<file path="config.mk">
export PLATFORM = sky130hd
export DESIGN_NAME = ezpf_cell
export DESIGN_NICKNAME = d
export VERILOG_FILES = /design/src/hw/rtl/exclusion_zone_point_filter_macros.svh /design/src/hw/rtl/ezpf_pkg.sv /design/src/hw/rtl/ezpf_cell.sv
export SDC_FILE = /design/constraint.sdc
export NUM_CORES = 1
export LEC_CHECK = 0
export ABC_AREA = 1
export BUFFER_PORTS_ARGS = -buffer_cell sky130_fd_sc_hd__buf_2
export CAP_MARGIN = 20
export CORE_AREA = 2 2 126 128
export CTS_CLUSTER_DIAMETER = 150
export DETAILED_ROUTE_END_ITERATION = 8
export DIE_AREA = 0 0 128 130
export PLACE_DENSITY = 0.63
export SLEW_MARGIN = 20
export SYNTH_ARGS = -nofsm -noshare
export SYNTH_HDL_FRONTEND = slang
export SYNTH_SLANG_ARGS = --single-unit
export TNS_END_PERCENT = 10
</file>
<file path="constraint.sdc">
create_clock -name i_clk -period 2.5 [get_ports i_clk]
set_input_delay 0.25 -clock i_clk [delete_from_list [all_inputs] [get_ports i_clk]]
set_output_delay 0.25 -clock i_clk [all_outputs]
set_load 0.005 [all_outputs]
</file>
<file path="src/hw/rtl/exclusion_zone_point_filter_macros.svh">
// Assertion helpers for the zone filter top level.
`ifndef EXCLUSION_ZONE_POINT_FILTER_MACROS_SVH
`define EXCLUSION_ZONE_POINT_FILTER_MACROS_SVH

// Same-cycle implication, checked outside reset.
`define EZPF_ASSERT_IMP(lbl, ante, cons, msg) \
    lbl: assert property (@(posedge i_clk) disable iff (!i_rst_n) (ante) |-> (cons)) \
        else $error(msg);

// Next-cycle implication, checked outside reset.
`define EZPF_ASSERT_NXT(lbl, ante, cons, msg) \
    lbl: assert property (@(posedge i_clk) disable iff (!i_rst_n) (ante) |=> (cons)) \
        else $error(msg);

`endif

</file>
<file path="src/hw/rtl/ezpf_pkg.sv">
// ----------------------------------------------------------------------------
// ezpf_pkg
// Types and constants of the exclusion zone point filter.
// ----------------------------------------------------------------------------
package ezpf_pkg;

    localparam int POS_W  = 24;
    localparam int SIZE_W = 23;
    localparam int TAG_W  = 8;
    localparam int DIFF_W = POS_W + 2;

    // 5.0 units in Q16.8, squared
    localparam logic [2*DIFF_W:0] SOFT_RECT_SQ = (2*DIFF_W+1)'(1638400);

    typedef enum logic [1:0] {
        CMD_QUERY  = 2'd0,
        CMD_ADD    = 2'd1,
        CMD_REMOVE = 2'd2,
        CMD_CLEAR  = 2'd3
    } t_cmd;

    typedef enum logic [1:0] {
        ST_IDLE,
        ST_RUN,
        ST_DRAIN,
        ST_FINISH
    } t_state;

    typedef struct packed {
        logic                     valid;
        logic [TAG_W-1:0]         tag;
        logic                     circle;
        logic                     soft_edge;
        logic                     incl;
        logic signed [POS_W-1:0]  px;
        logic signed [POS_W-1:0]  pz;
        logic [SIZE_W-1:0]        a;
        logic [SIZE_W-1:0]        b;
    } t_zone;

    typedef struct packed {
        logic shift;
        logic wr;
        logic clr;
    } t_cell_ctl;

endpackage

</file>
<file path="src/hw/rtl/ezpf_cell.sv">
// ----------------------------------------------------------------------------
// ezpf_cell
// One zone table entry; passes its entry to the previous cell while shifting.
// ----------------------------------------------------------------------------
module ezpf_cell (
    input  logic               i_clk,
    input  logic               i_rst_n,
    input  ezpf_pkg::t_cell_ctl i_ctl,
    input  ezpf_pkg::t_zone    i_next,
    input  ezpf_pkg::t_zone    i_wr_zone,
    output ezpf_pkg::t_zone    o_zone
);

    ezpf_pkg::t_zone r_zone;
    ezpf_pkg::t_zone n_zone;

    always_comb begin
        n_zone = r_zone;
        if (i_ctl.shift) begin
            n_zone = i_next;
        end else if (i_ctl.wr) begin
            n_zone = i_wr_zone;
        end else if (i_ctl.clr) begin
            n_zone.valid = 1'b0;
        end
    end

    always_ff @(posedge i_clk) begin
        if (!i_rst_n) begin
            r_zone <= '0;
        end else begin
            r_zone <= n_zone;
        end
    end

    assign o_zone = r_zone;

endmodule

</file>
---- After elaboration in Yosys (flattened, before gate mapping) ----
Cells that the tools add are included.
storage, ports and cells
  bits in registers ....................... 106
  input bits .............................. 217
  output and inout bits ................... 106
  logic and storage cells ................. 15
operators by class
  multiplexer cells ....................... 4
  reductions and logical operators ........ 2
operators with widths
  kind                count
  2-to-1 mux 106 bit  1
  2-to-1 mux 105 bit  1
  nonzero test 3 bit  1
  2-to-1 mux 1 bit    2
  nonzero test 2 bit  1

---- Logic depth before layout (Yosys ltp) ----
Gate-level depths: netlist (run 1).
  word-level depth ........................ 3
  gate-level depth with buffers ........... 8
  depth with buffers taken out ............ 5

---- Least setup slack after synthesis (run 1) ----
Ideal clock, no wire load.
  path type ............................... input-to-reg
  start ................................... input port i_ctl[1] (netlist name)
  end ..................................... register r_zone, in the netlist o_zone[105]
  setup time .............................. 111 ps
  data arrival time ....................... 944 ps
  required time ........................... 2389 ps
  setup slack ............................. 1445 ps
  cell stages on the path ................. 7
  buffers on the path ..................... 3
  cells stage by stage .................... buf_4 -> nor2_4 -> buf_6 -> buf_4 -> nand3_1 -> nand2_1 -> nor2_1
between the ends
  cells in the longest elaborated chain, start to end .. 2
  elaborated cells on any way between the ends .. 3
  classes of those cells .................. 2 x mux; 1 x reduce/logical
ends and longest elaborated chain
  element                 line             source
  start: declaration      ezpf_cell.sv:8   input ezpf_pkg::t_cell_ctl i_ctl,
  2-to-1 mux 1 bit        ezpf_cell.sv:21  end else if (i_ctl.wr) begin
  2-to-1 mux 106 bit      ezpf_cell.sv:19  if (i_ctl.shift) begin
  end signal: assignment  ezpf_cell.sv:32  r_zone <= n_zone;
  end: declaration        ezpf_cell.sv:14  ezpf_pkg::t_zone r_zone;
Parallel ways exist; a longest one is shown, timed or not.
A chain may end at the register's enable or synchronous reset.

---- Worst setup path after layout (run 1) ----
  start ................................... input port i_ctl[2] (netlist name)
  end ..................................... register r_zone, in the netlist o_zone[25]
between the ends
  cells in the longest elaborated chain, start to end .. 1
  elaborated cells on any way between the ends .. 2
  classes of those cells .................. 1 x mux; 1 x reduce/logical
ends and longest elaborated chain
  element
  2-to-1 mux 106 bit / nonzero test 2 bit (equally long branches)
Parallel ways exist; a longest one is shown, timed or not.

==> results of run 1 <==
cells in the final DEF, fill, tap and decap left out:
| cell | Yosys | layout |
|---|---|---|
| nand3_1 | 212 | 212 |
| buf_12 | 0 | 5 |
| dfxtp_1 | 106 | 106 |
| nand2_1 | 319 | 319 |
| clkinv_2 | 0 | 1 |
| clkbuf_1 | 20 | 2 |
| clkbuf_8 | 0 | 1 |
| diode_2 | 0 | 1 |
| bufinv_16 | 0 | 2 |
| inv_1 | 108 | 108 |
| nor2_1 | 3 | 3 |
| clkbuf_16 | 0 | 9 |
| clkinvlp_4 | 0 | 2 |
| buf_2 | 26 | 319 |
| buf_4 | 10 | 8 |
| nor2_4 | 1 | 1 |
critical path, cell delays in order:
cell and delay, ps:
buf_4 140, clkinv_2 310, buf_4 350, nand3_1 100, nand3_1 80, nand2_1 60, inv_1 40
final timing paths:
| kind | from | endpoint | slack (ps) | depth (start not counted) |
|---|---|---|---|---|
| setup / recovery | i_ctl[2] | o_zone[25]$_SDFFE_PN0P_ | 1390 | 7 |
| hold / removal | i_next[21] | o_zone[21]$_SDFFE_PN0P_ | 200 | 5 |
| setup reg to reg | o_zone[12]$_SDFFE_PN0P_ | o_zone[12]$_SDFFE_PN0P_ | 1850 | 4 |
| hold reg to reg | o_zone[22]$_SDFFE_PN0P_ | o_zone[22]$_SDFFE_PN0P_ | 530 | 4 |
per-stage QoR:
| stage | instance area, sq um | cells |
|---|---|---|
| after global routing | 7132 | 1290 |
| after global placement | 6810 | 1274 |
| final | 7134 | 1291 |
| after CTS | 7132 | 1290 |
| after detailed placement | 6810 | 1274 |
| after floorplan | 5115 | 808 |
area by class of cell:
cell class	count	area, sq um	share of cell area
clock buffer	12	246.5	0.03455
tap	192	240.2	0.03367
inverter	109	410.4	0.05752
antenna	1	2.502	0.0003508
sequential	106	2122	0.2974
multi-input combinational	535	2281	0.3197
clock inverter	4	75.07	0.01052
timing repair buffer	332	1757	0.2462
metal layers:
| metal | vias up | part of all wire |
|---|---|---|
| met4 | 0 | 0.020 |
| met1 | 2633 | 0.44 |
| met3 | 20 | 0.083 |
| li1 | 3050 | - |
| met5 | - | 0 |
| met2 | 237 | 0.45 |
logic make-up (layout without fill, tap and decap cells):
group,Yosys count,in the layout,synth area share
buffers and inverters,167,457,0.1392
DFF,106,106,0.4149
other,0,1,0
and+or+nand+nor,535,535,0.4459
power by group:
| group | internal (mW) | leakage, nW | switching (mW) |
|---|---|---|---|
| logic | 0.338 | 3.42 | 0.391 |
| clock network | 0.907 | 0.149 | 0.626 |
| registers | 1.80 | 0.878 | 0.0550 |
==> impl_metrics.ini, run 1 <==
[synthesis]
ys_async_sr_fraction = 0
syn_inst = 808
ys_seq_area_frac = 0.4149
yosys-top-cells-area = dfxtp_1, nand2_1, nand3_1
yosysMostFrequentCell = nand2_1
synth_area_leader_cell = dfxtp_1
ys_types = 11
syn_nets = 1025
ys_ff_latch = 106
synth.top_cell.area_share = 0.4149
synth_area_per_cell_sq_um = 6.330
ys.warnings.count = 0
yosys_most_used_dff = dfxtp_1
netlist_area_sq_mm = 0.005115
synth_edf_count = 0
yosys-top-cells-count = nand2_1, nand3_1, inv_1

[layout]
fillers = 1670
final_util = 0.4625
fin_nets = 1310
largest_reg_flops = 106
layout-drive-gt1-share = 0.3169
syn_to_final_growth_pct = 39.48

[clock_network]
h-tree-depth = 3
clk_pin_slew_ps = 70
cts_resized = 0
root_buffer = clkbuf_16
holdBufCountCts = 0
cts_tree = yes
clk_path_buf_depth = 2
clock-sinks = 106
cts-buffers-inserted = 9
cts_setup_buffers = 0
clock_latency_ps = 340

[grt]
grt_use_total = 0.1916
busiest_layer = met2
use_met1 = 0.2445
grt_max_degree = 105
antenna_found_initial = 0
grt_use_met2 = 0.3146
grt_pass1_wl_mm = 25.90
grt_pass1_vias = 5341
grt_use_met3 = 0.04797
grt_overflow_total = 0

[setup_path]
path_max_fanout = 23
cp.arrival_ps = 1350
criticalPathCategory = in -> reg
startpoint_type = input port
endpoint_kind = flop
worstPathRequired_ps = 2740

[placement]
dpl.hpwl_mm = 11.90
gp_congestion = 0.8183
dpl_worst_slack_ps = 1019
portBuffers = 322

[timing]
worst_pin_slew_ps = 562.5
min_period_ps = 1110
drv_slew = 0
finalSetupViolCount = 0
holdWs_ps = 199.1
fin_crit_sh = 0.4442
fin_ws_ps = 1390
slew_headroom = 0.6250
finClkSkew_ps = 0
fmax_mhz = 900.6
totalNegativeSetupSlack_ps = 0
hold_viol = 0
rsz0062_at_grt = no

[routing]
viasPerCell = 4.601
finalWirelength_mm = 16.72
wl_per_cell_microns = 12.95
drtAntennaViolNets = 0
drc = 0
vias = 5940
drt_pass1_iterations = 6
drtIter0Drc = 257

[run_status]
status = complete, no violations

[floorplanning]
die_x_microns = 128
placementRows = 46
die-area_sq_mm = 0.01664
io_pins = 323
core_region_area_sq_mm = 0.01542
fp.dieH_microns = 130
initial_utilization = 0.3316

[power_and_ir_drop]
vdd_drop_max_v = 0.0003653
power-per-cell-area_mw_per_mm2 = 577.2
p_leak_nw = 4.447
finalPower_mw = 4.118

[worst_hold_path]
hold_class = in -> reg

[job]
cap_viol_max_count = 0
(Power assumes the default switching activity.)
==> run 2, diff against run 1 <==
--- a/config.mk
+++ b/config.mk
@@ -5,14 +5,14 @@
 export SDC_FILE = /design/constraint.sdc
 export NUM_CORES = 1
 export LEC_CHECK = 0
-export ABC_AREA = 1
+export ABC_AREA = 0
 export BUFFER_PORTS_ARGS = -buffer_cell sky130_fd_sc_hd__buf_2
 export CAP_MARGIN = 20
-export CORE_AREA = 2 2 126 128
+export CORE_AREA = 2 2 124 126
 export CTS_CLUSTER_DIAMETER = 150
 export DETAILED_ROUTE_END_ITERATION = 8
-export DIE_AREA = 0 0 128 130
-export PLACE_DENSITY = 0.63
+export DIE_AREA = 0 0 126 128
+export PLACE_DENSITY = 0.65
 export SLEW_MARGIN = 20
 export SYNTH_ARGS = -nofsm -noshare
 export SYNTH_HDL_FRONTEND = slang
==> constraint.sdc (replaced) <==
create_clock -name i_clk -period 1 [get_ports i_clk]
set_input_delay 0.1 -clock i_clk [delete_from_list [all_inputs] [get_ports i_clk]]
set_output_delay 0.1 -clock i_clk [all_outputs]
set_load 0.005 [all_outputs]
==> run 2 against run 1 <==
Against the previous run: final area fell by 0.14%; critical endpoint is now o_zone[105]$_SDFFE_PN0P_; flip-flop and latch count did not move; sequential power rose to 2.5 times the previous value; setup slack got worse by 1400 ps; first-iteration DRC count fell by 45%; global-route usage fell by 1.0 points; clock power rose to 2.6 times the previous value; sequential share of layout area rose by 0.059 points; synthesized area fell by 3.8%; clock skew did not move; final cell count fell by 24%; non-clock buffer count rose by 12.
==> impl_metrics.ini, run 2 <==
[run_status]
status = complete, no violations

[setup_path]
endpoint_kind = flop
crit_path_top_delay_cell = or3b_4
rr_worst_depth = 2
regToRegSetupSlack_ps = 20
startpoint = o_zone[105]$_SDFFE_PN0P_
cp-endpoint = o_zone[105]$_SDFFE_PN0P_
path_depth = 2
crit_chain = or3b_4 -> a221oi_2
timing.rr.end = o_zone[105]$_SDFFE_PN0P_
crit_family = simple AND/OR/NAND/NOR gates
cpPeakStageDelay_ps = 370
startpoint_type = flop
cp.arrival_ps = 1240
r2r-start = o_zone[105]$_SDFFE_PN0P_
worstPathRequired_ps = 1260
critPathBufInv = 0
criticalPathCategory = reg -> reg
path_max_fanout = 2

[routing]
drc = 0
viasPerCell = 4.709
wl_per_cell_microns = 15.63
drt_pass1_iterations = 4
drtAntennaViolNets = 0
vias = 4591
drtIter0Drc = 142
finalWirelength_mm = 15.24

[clock_network]
clk_pin_slew_ps = 70
clk_path_buf_depth = 2
clock_latency_ps = 340
clock-sinks = 106
cts_tree = yes
cts-buffers-inserted = 9
root_buffer = clkbuf_16
h-tree-depth = 3
cts_setup_buffers = 0

[timing]
slew_headroom = 0.7172
totalNegativeSetupSlack_ps = 0
fin_crit_sh = 0.9823
drv_slew = 0
fmax_mhz = 1018
finalSetupViolCount = 0
fin_ws_ps = 17.69
rsz0062_at_grt = yes
hold_viol = 0
min_period_ps = 982.3
holdWs_ps = 18.43
finClkSkew_ps = 0
worst_pin_slew_ps = 424.2

[layout]
antenna_cells = 0
layout_common_cells = buf_2, mux2i_1, nor2b_1, a211oi_1, dfxtp_1
syn_to_final_growth_pct = 44.81
fin_nets = 999
layout-drive-gt1-share = 0.4625
final_common_cell = buf_2
largest_reg_flops = 106

[synthesis]
synth_area_leader_cell = dfxtp_1
yosys-top-cells-count = dfxtp_1, a211oi_1, mux2i_1, nor2b_1, clkbuf_1
ys_types = 14
synth_area_per_cell_sq_um = 10.40
yosys-top-cells-area = dfxtp_1, mux2i_1, a211oi_1
yosys_most_used_dff = dfxtp_1
syn_nets = 690
syn_inst = 473
synth_edf_count = 0
netlist_area_sq_mm = 0.004920
yosysMostFrequentCell = dfxtp_1
ys_ff_latch = 106
ys.warnings.count = 0
synth.top_cell.area_share = 0.4313
ys_seq_area_frac = 0.4313
ys_async_sr_fraction = 0

[placement]
dpl.hpwl_mm = 11.35
portBuffers = 322
dpl_worst_slack_ps = -65.14
gp_congestion = 0.7848

[grt]
grt_max_degree = 58
grt_pass1_wl_mm = 23.34
grt_use_total = 0.1813
grt_overflow_total = 0
antenna_found_initial = 0
grt_pass1_vias = 4524

[floorplanning]
placementRows = 45
initial_utilization = 0.3310
io_pins = 323
die_x_microns = 126
die-area_sq_mm = 0.01613
fp.dieH_microns = 128
core_region_area_sq_mm = 0.01486

[worst_hold_path]
hold_class = in -> reg
min_path_cells = 3
min_from = i_ctl[0]

[power_and_ir_drop]
power-per-cell-area_mw_per_mm2 = 1482
vdd_drop_max_v = 0.0007289
finalPower_mw = 10.56
p_leak_nw = 3.530

[job]
cap_viol_max_count = 0
-- run 2: cell types whose count changed after synthesis, sizes merged, moves of 6 or more --
cell	previous run	this run
inv	109	3
nand3	212	0
clkbuf	20	26
nand2	319	0
a211oi	0	105
mux2i	0	105
buf	38	20
nor2b	0	105
-- run 2: layout make-up --
type                            count  area (sq um)
Timing Repair Buffer              344          1886
Fill cell                        1437          7740
Tap cell                          188         235.2
Multi-Input combinational cell    318          2527
Clock inverter                      4         72.57
Sequential cell                   106          2123
Clock buffer                       12         266.5
Inverter                            3         13.76
-- run 2: stage by stage --
stage          cell area (sq um)  cells  utilization
2_1_floorplan               4922    473            -
3_3_place_gp                6774    958       0.4557
3_5_place_dp                6774    958       0.4557
4_1_cts                     7123    975       0.4792
5_1_grt                     7124    975       0.4793
6_report                    7124    975       0.4793
-- run 2: cell families (layout without fill, tap and decap cells) --
group,Yosys count,in the layout,share of synthesized area
AO/OA/AOI/OAI,107,107,0.1643
AND/OR/NAND/NOR,106,106,0.1353
buffers and inverters,49,363,0.05544
multiplexers,105,105,0.2136
flip-flops,106,106,0.4313
-- run 2: power breakdown --
part	switching, mW	internal (mW)	leakage, nW	total (mW)
combinational	0.852	1.04	2.48	1.89
clock	1.57	2.40	0.165	3.97
sequential	0.156	4.55	0.885	4.70
total	2.58	7.98	3.53	10.6
-- run 2: worst min-delay path: stages --
cell and delay (ps):
buf_2 80, or3b_4 110, a221oi_2 40
-- run 2: worst min path at each step --
stage | end | slack [ps]
3_3_place_gp | o_zone[105]$_SDFFE_PN0P_ | 370
3_5_place_dp | o_zone[105]$_SDFFE_PN0P_ | 370
4_1_cts | o_zone[105]$_SDFFE_PN0P_ | 6
6_report | o_zone[105]$_SDFFE_PN0P_ | 20
5_1_grt | o_zone[105]$_SDFFE_PN0P_ | 6
2_1_floorplan | o_zone[105]$_SDFFE_PN0P_ | 250
-- run 2: layer usage --
layer	global-route usage	part of all wire
met3	0.03965	0.065
met1	0.2193	0.42
met5	0	0
met4	0.07111	0.018
met2	0.3147	0.49
-- run 2: repair_timing --
item	CTS	global route
endpoints found under the hold margin	1	0
resized for setup	0	1
hold buffers	1	0
endpoints found under the setup margin	0	1
==> run 3, diff against run 2 <==
--- a/config.mk
+++ b/config.mk
@@ -12,6 +12,7 @@
 export CTS_CLUSTER_DIAMETER = 150
 export DETAILED_ROUTE_END_ITERATION = 8
 export DIE_AREA = 0 0 126 128
+export HOLD_SLACK_MARGIN = 0.06
 export PLACE_DENSITY = 0.65
 export SLEW_MARGIN = 20
 export SYNTH_ARGS = -nofsm -noshare
==> run 3 against run 2 <==
Against the previous run: wire length is 10% higher; count of clock-buffer cells in the layout did not move; combinational power grew 18%; power increased by 3.3%; global-route usage grew 1.9 points; setup slack about the same; maximum frequency hardly changed; via count rose by 9.5%; largest power group unchanged; flip-flop and latch count did not move; non-clock buffer count rose by 100; clock power about the same.
==> impl_metrics.ini, run 3 (same netlist as run 2, synthesis figures left out) <==
[run_status]
status = complete, no violations

[routing]
wl_per_cell_microns = 15.63
drt_pass1_iterations = 4
finalWirelength_mm = 16.80
drc = 0
drtIter0Drc = 157
drtAntennaViolNets = 0
vias = 5028
viasPerCell = 4.677

[placement]
gp_congestion = 0.7848
portBuffers = 322
dpl-instance-area_sq_mm = 0.006774
dpl_worst_slack_ps = -65.14
dpl.hpwl_mm = 11.35

[grt]
antenna_found_initial = 0
grt_use_total = 0.1998
grt_overflow_total = 0
grt_pass1_wl_mm = 25.89
grt_use_met3 = 0.03798
busiest_layer = met2
grt_use_met2 = 0.3612
grt_max_degree = 58
use_met1 = 0.2317
grt_pass1_vias = 5129

[layout]
antenna_cells = 0
layout-drive-gt1-share = 0.4104
final_common_cell = buf_2
finalInstanceArea_sq_mm = 0.008125
multi_input_area_sq_mm = 0.002527
layout_common_cells = buf_2, mux2i_1, nor2b_1, a211oi_1, dfxtp_1
fin_nets = 1099
fillers = 1295
seq_area_sq_mm = 0.002123
largest_reg_flops = 106
syn_to_final_growth_pct = 65.16

[power_and_ir_drop]
combinationalPowerShare = 0.204
power-per-cell-area_mw_per_mm2 = 1343
p_leak_nw = 3.948
sequentialPowerShare = 0.431
switchingPower_mw = 2.675
vdd_drop_max_v = 0.0007316
clkPwrFrac = 0.365
p_int_mw = 8.238
switching_share = 0.2451

[setup_path]
path_max_fanout = 2
cp.arrival_ps = 1240
timing.rr.end = o_zone[105]$_SDFFE_PN0P_
criticalPathCategory = reg -> reg
endpoint_kind = flop
worstPathRequired_ps = 1260
regToRegSetupSlack_ps = 20
rr_worst_depth = 2
r2r-start = o_zone[105]$_SDFFE_PN0P_
startpoint_type = flop

[timing]
totalNegativeSetupSlack_ps = 0
drv_slew = 0
worst_pin_slew_ps = 424.1
finClkSkew_ps = 0
min_period_ps = 982.4
fin_ws_ps = 17.58
fmax_mhz = 1018
hold_viol = 0
finalSetupViolCount = 0
fin_crit_sh = 0.9824
rsz0062_at_grt = yes
slew_headroom = 0.7173
holdWs_ps = 16.65

[floorplanning]
io_pins = 323
core_region_area_sq_mm = 0.01486
die_x_microns = 126
die-area_sq_mm = 0.01613
initial_utilization = 0.3310
placementRows = 45
fp.dieH_microns = 128

[worst_hold_path]
hold_class = in -> reg
hold_end = o_zone[105]$_SDFFE_PN0P_
min_path_cells = 3
min_from = i_ctl[0]

[clock_network]
cts-buffers-inserted = 9
root_buffer = clkbuf_16
cts_tree = yes
clk_path_buf_depth = 2
clk_pin_slew_ps = 70
h-tree-depth = 3
clock_latency_ps = 340
cts_setup_buffers = 0
holdBufCountCts = 101
clock-sinks = 106

[job]
cap_viol_max_count = 0
## run 3: cell types whose count changed in the layout (fill, tap and decap cells not counted), sizes merged
cell / delta
dlygate4sd3: +100
## run 3: repair_timing
item,CTS,global route
gates resized for setup,0,1
setup endpoints to repair,0,1
endpoints found under the hold margin,101,1
## run 3: through the flow
step                      utilization  total power, mW  instances
after floorplan                     -            5.723        473
after global placement         0.4557            6.676        958
after detailed placement       0.4557            6.692        958
after CTS                      0.5465            11.03       1075
after global routing           0.5466            11.44       1075
final                          0.5466            10.91       1075
## run 3: layout make-up
type | count | area share
clock buffers | 12 | 0.03280
clock inverters | 4 | 0.008931
inverters | 3 | 0.001694
multi-input cells | 318 | 0.3111
flip-flops and latches | 106 | 0.2613
well taps | 188 | 0.02895
repair buffers | 444 | 0.3553
## run 3: layer usage
metal  up-vias  wire length, microns
li1       2523                     -
met1      2278                  6930
met2       203                  8589
met3        24                   891
met4         0                   388
met5         -                     0
## run 3: power groups by stage
stage	registers (mW)	logic, mW	clock network, mW
after floorplan	4.82	0.900	0
after global placement	4.79	1.89	0
after detailed placement	4.79	1.90	0
after CTS	4.70	2.22	4.10
after global routing	4.74	2.41	4.28
final	4.71	2.23	3.98
## run 3: how the worst max path moves through the flow
stage / start / endpoint / cells after the start / slack, ps
6_report: o_zone[105]$_SDFFE_PN0P_ / o_zone[105]$_SDFFE_PN0P_ / 2 / 20
5_1_grt: o_zone[105]$_SDFFE_PN0P_ / o_zone[105]$_SDFFE_PN0P_ / 2 / -20
4_1_cts: o_zone[105]$_SDFFE_PN0P_ / o_zone[105]$_SDFFE_PN0P_ / 2 / 7
3_5_place_dp: i_ctl[1] / o_zone[39]$_SDFFE_PN0P_ / 4 / -70
3_3_place_gp: i_ctl[1] / o_zone[20]$_SDFFE_PN0P_ / 4 / -20
2_1_floorplan: i_ctl[2] / o_zone[65]$_SDFFE_PN0P_ / 5 / 0.7
## run 3: critical path, stage by stage (launching register included)
cell	delay, ps
dfxtp_2	320
or3b_4	370
a221oi_2	210
